$ cat src/hw/rtl/erdd_pkg.sv
`timescale 1ns / 1ps

package erdd_pkg;

  localparam int MAX_WIDTH_DEF = 1024;

  localparam int PIX_W = 16;
  localparam int DITH_W = 8;
  localparam int CFG_DATA_W = 16;
  localparam int CFG_IDX_W = 1;
  localparam int IMG_WIDTH_W = 11;
  localparam int IMG_HEIGHT_W = 16;

  // Register indexes of the configuration port.
  localparam logic [CFG_IDX_W-1:0] CFG_IMAGE_WIDTH = 1'd0;
  localparam logic [CFG_IDX_W-1:0] CFG_IMAGE_HEIGHT = 1'd1;

  localparam logic [IMG_WIDTH_W-1:0] IMAGE_WIDTH_RST = 11'd640;
  localparam logic [IMG_HEIGHT_W-1:0] IMAGE_HEIGHT_RST = 16'd480;

  localparam logic signed [PIX_W-1:0] THRESHOLD = 16'sd128;
  localparam logic [DITH_W-1:0] DITH_HIGH = 8'd255;
  localparam logic [DITH_W-1:0] DITH_LOW = 8'd0;

  localparam logic [2:0] WT_RIGHT = 3'd7;
  localparam logic [2:0] WT_DOWN_LEFT = 3'd3;
  localparam logic [2:0] WT_DOWN = 3'd5;
  localparam logic [2:0] WT_DOWN_RIGHT = 3'd1;

  // Depth of the result queue: one item in the compute stage plus two waiting.
  localparam int OUTQ_DEPTH = 3;
  localparam int OUTQ_CNT_W = 2;

  typedef struct packed {
    logic vld;
    logic [DITH_W-1:0] pix;
  } erdd_res_t;

  // Share of an error: weight * err / 16, truncated toward zero, kept to 16 bits.
  function automatic logic [PIX_W-1:0] err_share(input logic signed [PIX_W-1:0] err,
                                                 input logic [2:0] wt);
    logic signed [19:0] e;
    logic signed [19:0] w;
    logic signed [19:0] p;
    logic signed [19:0] b;
    logic signed [19:0] q;
    e = 20'(err);
    w = {17'd0, wt};
    p = e * w;
    b = p + (p[19] ? 20'sd15 : 20'sd0);
    q = b >>> 4;
    return q[PIX_W-1:0];
  endfunction

endpackage

$ cat src/hw/rtl/erdd_dith_if.sv
`timescale 1ns / 1ps

interface erdd_dith_if;
  logic valid;
  logic ready;
  logic [erdd_pkg::DITH_W-1:0] dithered_pixel;

  modport source (output valid, output dithered_pixel, input ready);
  modport sink (input valid, input dithered_pixel, output ready);
endinterface

$ cat src/hw/rtl/erdd_outq.sv
`timescale 1ns / 1ps

module erdd_outq (
  input  logic                                clk,
  input  logic                                rst_n,
  input  erdd_pkg::erdd_res_t                 push,
  output logic [erdd_pkg::OUTQ_CNT_W-1:0]     count,
  erdd_dith_if.source                         out_chan
);

  localparam int DEPTH = erdd_pkg::OUTQ_DEPTH;
  localparam int PW = erdd_pkg::OUTQ_CNT_W;

  logic [erdd_pkg::DITH_W-1:0] entry_r [DEPTH];
  logic [PW-1:0] wr_ptr_r, wr_ptr_nxt;
  logic [PW-1:0] rd_ptr_r, rd_ptr_nxt;
  logic [PW-1:0] cnt_r, cnt_nxt;
  logic pop;

  assign pop = out_chan.valid && out_chan.ready;
  assign out_chan.valid = (cnt_r != '0);
  assign out_chan.dithered_pixel = entry_r[rd_ptr_r];
  assign count = cnt_r;

  always_comb begin
    wr_ptr_nxt = wr_ptr_r;
    rd_ptr_nxt = rd_ptr_r;
    cnt_nxt = cnt_r;
    if (push.vld) begin
      wr_ptr_nxt = (wr_ptr_r == PW'(DEPTH - 1)) ? '0 : wr_ptr_r + 1'b1;
    end
    if (pop) begin
      rd_ptr_nxt = (rd_ptr_r == PW'(DEPTH - 1)) ? '0 : rd_ptr_r + 1'b1;
    end
    if (push.vld && !pop) begin
      cnt_nxt = cnt_r + 1'b1;
    end else if (!push.vld && pop) begin
      cnt_nxt = cnt_r - 1'b1;
    end
  end

  always_ff @(posedge clk) begin
    if (!rst_n) begin
      wr_ptr_r <= '0;
      rd_ptr_r <= '0;
      cnt_r <= '0;
    end else begin
      wr_ptr_r <= wr_ptr_nxt;
      rd_ptr_r <= rd_ptr_nxt;
      cnt_r <= cnt_nxt;
    end
  end

  always_ff @(posedge clk) begin
    if (push.vld) begin
      entry_r[wr_ptr_r] <= push.pix;
    end
  end

endmodule

$ cat src/flat_wrapper.sv
// flat-port wrapper written by rule: the top's interface ports become plain ports
module erdd_outq_flat 
  (clk, rst_n, push, count, out_chan_valid, out_chan_dithered_pixel, out_chan_ready);
  erdd_dith_if out_chan_i ();
  input  logic clk;
  input  logic rst_n;
  input  erdd_pkg::erdd_res_t push;
  output logic [erdd_pkg::OUTQ_CNT_W-1:0] count;
  output wire logic [$bits(out_chan_i.valid)-1:0] out_chan_valid;
  output wire logic [$bits(out_chan_i.dithered_pixel)-1:0] out_chan_dithered_pixel;
  input wire logic [$bits(out_chan_i.ready)-1:0] out_chan_ready;
  assign out_chan_valid = out_chan_i.valid;
  assign out_chan_dithered_pixel = out_chan_i.dithered_pixel;
  assign out_chan_i.ready = out_chan_ready;
  erdd_outq u_core (.clk(clk), .rst_n(rst_n), .push(push), .count(count), .out_chan(out_chan_i));
endmodule
$ cat config.mk
export PLATFORM = sky130hd
export DESIGN_NAME = erdd_outq_flat
export DESIGN_NICKNAME = d
export VERILOG_FILES = /design/src/hw/rtl/erdd_pkg.sv /design/src/hw/rtl/erdd_dith_if.sv /design/src/hw/rtl/erdd_outq.sv /design/src/flat_wrapper.sv
export SDC_FILE = /design/constraint.sdc
export NUM_CORES = 1
export LEC_CHECK = 0
export ABC_CLOCK_PERIOD_IN_PS = 2400
export BUFFER_PORTS_ARGS = -buffer_cell sky130_fd_sc_hd__buf_2
export CAP_MARGIN = 20
export CORE_MARGIN = 3
export CORE_UTILIZATION = 31
export CTS_BUF_LIST = sky130_fd_sc_hd__clkbuf_2 sky130_fd_sc_hd__clkbuf_4 sky130_fd_sc_hd__clkbuf_8
export CTS_CLUSTER_SIZE = 16
export DETAILED_ROUTE_END_ITERATION = 16
export PLACE_DENSITY_LB_ADDON = 0.08
export SLEW_MARGIN = 20
export SYNTH_ARGS = -nofsm -noshare
export SYNTH_HDL_FRONTEND = slang
export SYNTH_SLANG_ARGS = --single-unit
$ cat constraint.sdc
create_clock -name clk -period 2.4 [get_ports clk]
set_input_delay 0 -clock clk [delete_from_list [all_inputs] [get_ports clk]]
set_output_delay 0 -clock clk [all_outputs]
set_load 0.01 [all_outputs]
# Word level (Yosys, flattened, before mapping)
# Memory sizes are Yosys's and may differ from the RTL's. A register that Yosys moved wholly into a read port is not among the register bits.
# Cells that the tools add are included.
[totals]
reg_bits = 6
mem_bits_rw = 24
inputBits = 12
out_inout_bits = 11
wordCells = 25
n_memories = 1
[memory_table]
columns = ["memory", "words", "word_bits", "rd", "rd_clocked_by_memory_dff", "write_ports", "line", "source"]
rows = [
  ["u_core.entry_r", 3, 8, 1, 1, 1, "erdd_outq.sv:14", "logic [erdd_pkg::DITH_W-1:0] entry_r [DEPTH];"],
]
[op_classes]
add_sub_neg = 4
eq_ne = 2
muxes = 8
n_reduce_logical = 7
[ops]
columns = ["operator", "n"]
rows = [
  ["2-bit two-way mux", 6],
  ["2-bit by 1-bit adder with 2-bit output (second input constant)", 3],
  ["2-bit == test (second input constant)", 2],
  ["2-bit nonzero test", 2],
  ["1-bit logical AND", 3],
  ["1-bit zero test", 2],
  ["1-bit two-way mux", 2],
  ["2-bit by 1-bit subtractor with 2-bit output (second input constant)", 1],
]

# Depth between registers and ports, before layout
[logic_depth]
word_depth = 5
depth_mapped = 5
mapped_depth_nobuf = 5

# Least setup slack after synthesis
# No wires, ideal clock.
[synth_timing]
path_type = "reg-to-reg"
start = "reg u_core.wr_ptr_r[0]"
end = "mem u_core.entry_r[0][0] in the netlist's numbering, enable pin"
setup_ps = 388
arrival_time_ps = 1049
t_required_ps = 2012
slack_ps = 963
stages_incl_launch_ff = 2
n_path_buf = 0
synth_period_minus_slack_ps = 1437
cell_sequence = "dfxtp_1 nor3b_1"
[synth_lines]
columns = ["item", "line", "source"]
rows = [
  ["start: declaration", "erdd_outq.sv:15", "logic [PW-1:0] wr_ptr_r, wr_ptr_nxt;"],
  ["start signal: assignment", "erdd_outq.sv:48", "wr_ptr_r <= wr_ptr_nxt;"],
  ["end: declaration", "erdd_outq.sv:14", ""],
]
# No word-level cell before the write port.

# Worst setup path in the final report
[layout_timing]
start = "reg u_core.cnt_r[0] (netlist: u_core.count[0])"
end = "reg u_core.cnt_r[1] (netlist: u_core.count[1])"
[layout_between]
elab_chain_cells = 5
elab_cells_between_ends = 10
classes_between = "2 x add/sub; 2 x mux; 6 x reduce/logical"
[layout_lines]
columns = ["item", "line", "source"]
rows = [
  ["start: declaration", "erdd_outq.sv:17", "logic [PW-1:0] cnt_r, cnt_nxt;"],
  ["start signal: assignment", "erdd_outq.sv:50", "cnt_r <= cnt_nxt;"],
  ["parallel branches: the longest is 5 deep, another holds 2-bit by 1-bit subtractor with 2-bit output", "n/a", ""],
]
# Parallel ways; which one is timed is not known. The select of a mux whose other input is x is not followed.
# A chain may end at the register's enable or synchronous reset.

==> summary.txt <==
Flow run
  • # Max-Cap Violations: 0

Worst setup path
  • Critical path capture point type: register
  • Startpoint of the most critical register-to-register path: u_core.count[0]
  • Cell with the largest stage delay on the worst path: sky130_fd_sc_hd__dfxtp_1
  • Arrival time worst endpoint: 1.67 ns
  • Worst reg-to-reg setup slack: 0.93 ns
  • Origin of the worst setup path: u_core.count[0]
  • Crit Path Max Fanout: 5
  • Crit path cell chain: o21ai_2 -> ha_1 -> or3_1 -> a21boi_0
  • Type of origin of the critical path: register
  • Crit path buffers/inverters: 0
  • Required arrival time at the worst endpoint: 2.60 ns
  • Critical path type: register to register
  • FF-to-FF End: u_core.count[1]
  • Endpoint of the most critical setup path: u_core.count[1]
  • CP delay by family, top: compound AO/OA/AOI/OAI gates
  • Depth of the most critical reg-to-reg path: 4
  • Count of cell instances traversed by the critical path: 4
  • Critical path's largest stage delay: 0.36 ns

Yosys
  • Total number of yosys warnings: 0
  • Part of the Yosys area used for sequential elements: 0.735
  • Number of distinct library cells after synthesis: 22
  • Number of storage elements in the synthesis netlist: 32
  • Synthesized cell area: 0.00120 mm2
  • Average size of a mapped cell: 14.8 um2
  • Post-synthesis instance total: 81
  • Total nets after synthesis: 94

Timing
  • Total Negative Setup Slacks: 0 ns
  • Hold Fails Final Rpt: 0
  • Min Clock Period, post-route: 1.47 ns
  • Final max-slew violation count: 0
  • Maximum operating frequency: 0.680 GHz
  • Max-Slew Margin vs Limit: 0.658
  • Setup repair after global routing missed its margin: false
  • Min setup slack post-route: 0.929 ns
  • Finish-stage setup viols: 0
  • Setup Skew: 0.00549 ns
  • Final period utilization: 0.613
  • Pin slew with the least headroom to its limit: 0.512 ns

Power and ir drop
  • Clock network fraction of total power: 0.328
  • Power per Cell Area: 951 mW/mm2
  • Switching power of the nets: 0.000388 W
  • Internal power: 0.00110 W
  • Pleak: 0.572 nW
  • Proportion of power drawn by combinational gates: 0.195
  • Relative contribution of sequential cells to total power: 0.478
  • Worst vdd ir: 0.393 mV
  • Switching fraction of total power: 0.260

Global route
  • Wire length of the first global-routing pass: 3.38 mm
  • Tot GR Track Use: 0.108
  • Largest net degree at the start of global routing: 17
  • Total congestion overflow after global routing: 0
  • Number of antenna violations at the first check in global routing: 0
  • Number of global-route vias before repair: 732

Place
  • Global placer's final weighted congestion: 0.666
  • Setup slack at placement: 0.939 ns
  • HPWL after detailed placement: 1.34 mm
  • Number of buffers added on ports: 22

Drt
  • Total routed wirelength: 2.07 mm
  • Violation count after the first detailed-routing iteration: 29
  • Total via count after detailed routing: 733
  • Drt wl/cell: 12.5 um
  • Drc violations: 0
  • Remaining number of nets flagged by the antenna check after routing: 0
  • Number of optimization iterations in the first detailed-route pass: 4
  • Vias per cell: 4.42

Clocking
  • # resized after CTS: 0
  • Hold buffer count at CTS: 9
  • CTS H-tree lvls: 2
  • Clock input transition at the sequential cells of the worst setup and hold paths: 0.06 ns
  • Total setup buffers inserted after CTS: 0
  • Deepest clock path buffer count: 2
  • Number of CTS-inserted buffers: 5
  • Clock insertion delay at the later pin of the skew report: 0.28 ns
  • CTS sink count: 32
  • TritonCTS clock tree: yes
  • Clock Root Buffer: sky130_fd_sc_hd__clkbuf_8

Final layout
  • Number of antenna repair diodes: 0
  • Highest-count cells in the layout ignoring fill and taps: sky130_fd_sc_hd__edfxtp_1 (24), sky130_fd_sc_hd__buf_2 (22), sky130_fd_sc_hd__nand2_1 (11), sky130_fd_sc_hd__o21ai_0 (9), sky130_fd_sc_hd__dlygate4sd3_1 (9)
  • Fill count: 346
  • Relative area change from synthesis to final layout: 30.9%
  • Count of nets after finishing: 132
  • Leading cell type in the layout, fill and taps excluded: sky130_fd_sc_hd__edfxtp_1
  • Reg area: 881 um2
  • Area taken by multi-input logic gates: 309 um2
  • Ratio of cells with drive above 1 in the final layout: 0.267

Floorplan
  • Number of rows created at floorplan: 21
  • Starting utilization of the core area: 0.340
  • Overall die width: 68.2 um
  • Full die area: 0.00465 mm2
  • Height of the chip: 68.2 um
  • Boundary pin count: 23
  • Total core area: 0.00352 mm2

Outcome
  • Outcome: complete, no violations

Hold path
  • Path category of the worst min-delay check: input port to register
power groups by stage:
stage / Sequential, W / Clock (W) / Combinational (W)
floorplan: 0.000699 / 0 / 0.000193
global placement: 0.000723 / 0 / 0.000277
detailed placement: 0.000726 / 0 / 0.000284
CTS: 0.000715 / 0.000503 / 0.000297
global route: 0.000723 / 0.000528 / 0.000326
finish: 0.000712 / 0.000489 / 0.000290
layout make-up:
type	count	share of cell area
clock buffers	5	0.0439
clock inverters	3	0.0239
multi-input cells	47	0.197
flip-flops and latches	32	0.561
well taps	46	0.0367
repair buffers	33	0.137
cell usage after synthesis:
| master | number | area, um2 |
|---|---|---|
| sky130_fd_sc_hd__xnor2_1 | 1 | 8.76 |
| sky130_fd_sc_hd__and3b_1 | 1 | 8.76 |
| sky130_fd_sc_hd__edfxtp_1 | 24 | 721 |
| sky130_fd_sc_hd__or3b_1 | 1 | 8.76 |
| sky130_fd_sc_hd__or2_2 | 1 | 6.26 |
| sky130_fd_sc_hd__or3_1 | 2 | 12.5 |
| sky130_fd_sc_hd__o21ai_2 | 1 | 8.76 |
| sky130_fd_sc_hd__mux2i_1 | 8 | 80.1 |
| sky130_fd_sc_hd__o21a_1 | 2 | 15.0 |
| sky130_fd_sc_hd__clkbuf_1 | 1 | 3.75 |
| sky130_fd_sc_hd__a21boi_1 | 1 | 7.51 |
| sky130_fd_sc_hd__buf_2 | 1 | 5.00 |
| sky130_fd_sc_hd__a21boi_0 | 2 | 15.0 |
| sky130_fd_sc_hd__and2_1 | 1 | 6.26 |
| sky130_fd_sc_hd__o21ai_0 | 9 | 45.0 |
| sky130_fd_sc_hd__ha_1 | 1 | 12.5 |
| sky130_fd_sc_hd__nor2_1 | 1 | 3.75 |
| sky130_fd_sc_hd__xor2_1 | 1 | 8.76 |
| sky130_fd_sc_hd__nor3b_1 | 1 | 7.51 |
| sky130_fd_sc_hd__dfxtp_1 | 8 | 160 |
| sky130_fd_sc_hd__nor2b_1 | 2 | 12.5 |
| sky130_fd_sc_hd__nand2_1 | 11 | 41.3 |
per-layer routing:
metal / vias up / routed length (um) / track usage
li1: 373 / - / -
met1: 335 / 959 / 0.126
met2: 19 / 971 / 0.164
met3: 6 / 104 / 0.0493
met4: 0 / 37 / 0.0596
met5: - / 0 / 0
flip-flops by register name, summed over array words and instances (netlist names), named ones only:
signal,flops
u_core.entry_r,24
u_core.count,2
u_core.rd_ptr_r,2
u_core.wr_ptr_r,2
how the worst min path moves through the flow:
stage	from	to	slack (ns)	depth (start not counted)
after floorplan	push[0]	u_core.entry_r[0][0]	0.1	0
final	out_chan_ready	u_core.rd_ptr_r[1]	0.08	4
after global placement	push[3]	u_core.entry_r[0][3]	0.20	1
after global routing	out_chan_ready	u_core.rd_ptr_r[1]	0.11	4
after detailed placement	push[2]	u_core.entry_r[2][2]	0.21	1
after CTS	out_chan_ready	u_core.rd_ptr_r[1]	0.07	4
worst min-delay path, cell delays in order:
cell                       delay [ns]
sky130_fd_sc_hd__buf_2           0.08
sky130_fd_sc_hd__o21ai_2         0.07
sky130_fd_sc_hd__nand2_1         0.07
sky130_fd_sc_hd__a21boi_1        0.07
logic make-up (layout without fill, tap and decap cells):
kind of cell	after synthesis	in the layout	share of synthesized area
compound gates	15	15	0.0762
flops	32	32	0.735
buf+inv	2	41	0.00730
simple gates	21	21	0.0898
mux	8	8	0.0668
fa+ha+maj	1	1	0.0104
xor+xnor	2	2	0.0146
through the flow:
stage / util / instances / instance area (um2) / hold WS (ns) / total power [W]
after global routing: 0.446 / 166 / 1570 / 0.106 / 0.00158
final: 0.446 / 166 / 1570 / 0.0766 / 0.00149
after global placement: 0.390 / 149 / 1370 / 0.203 / 0.00100
after CTS: 0.446 / 166 / 1570 / 0.0669 / 0.00151
after detailed placement: 0.390 / 149 / 1370 / 0.206 / 0.00101
after floorplan: - / 81 / 1200 / 0.0989 / 0.000892
No activity file was read; power rests on OpenSTA's default activity.
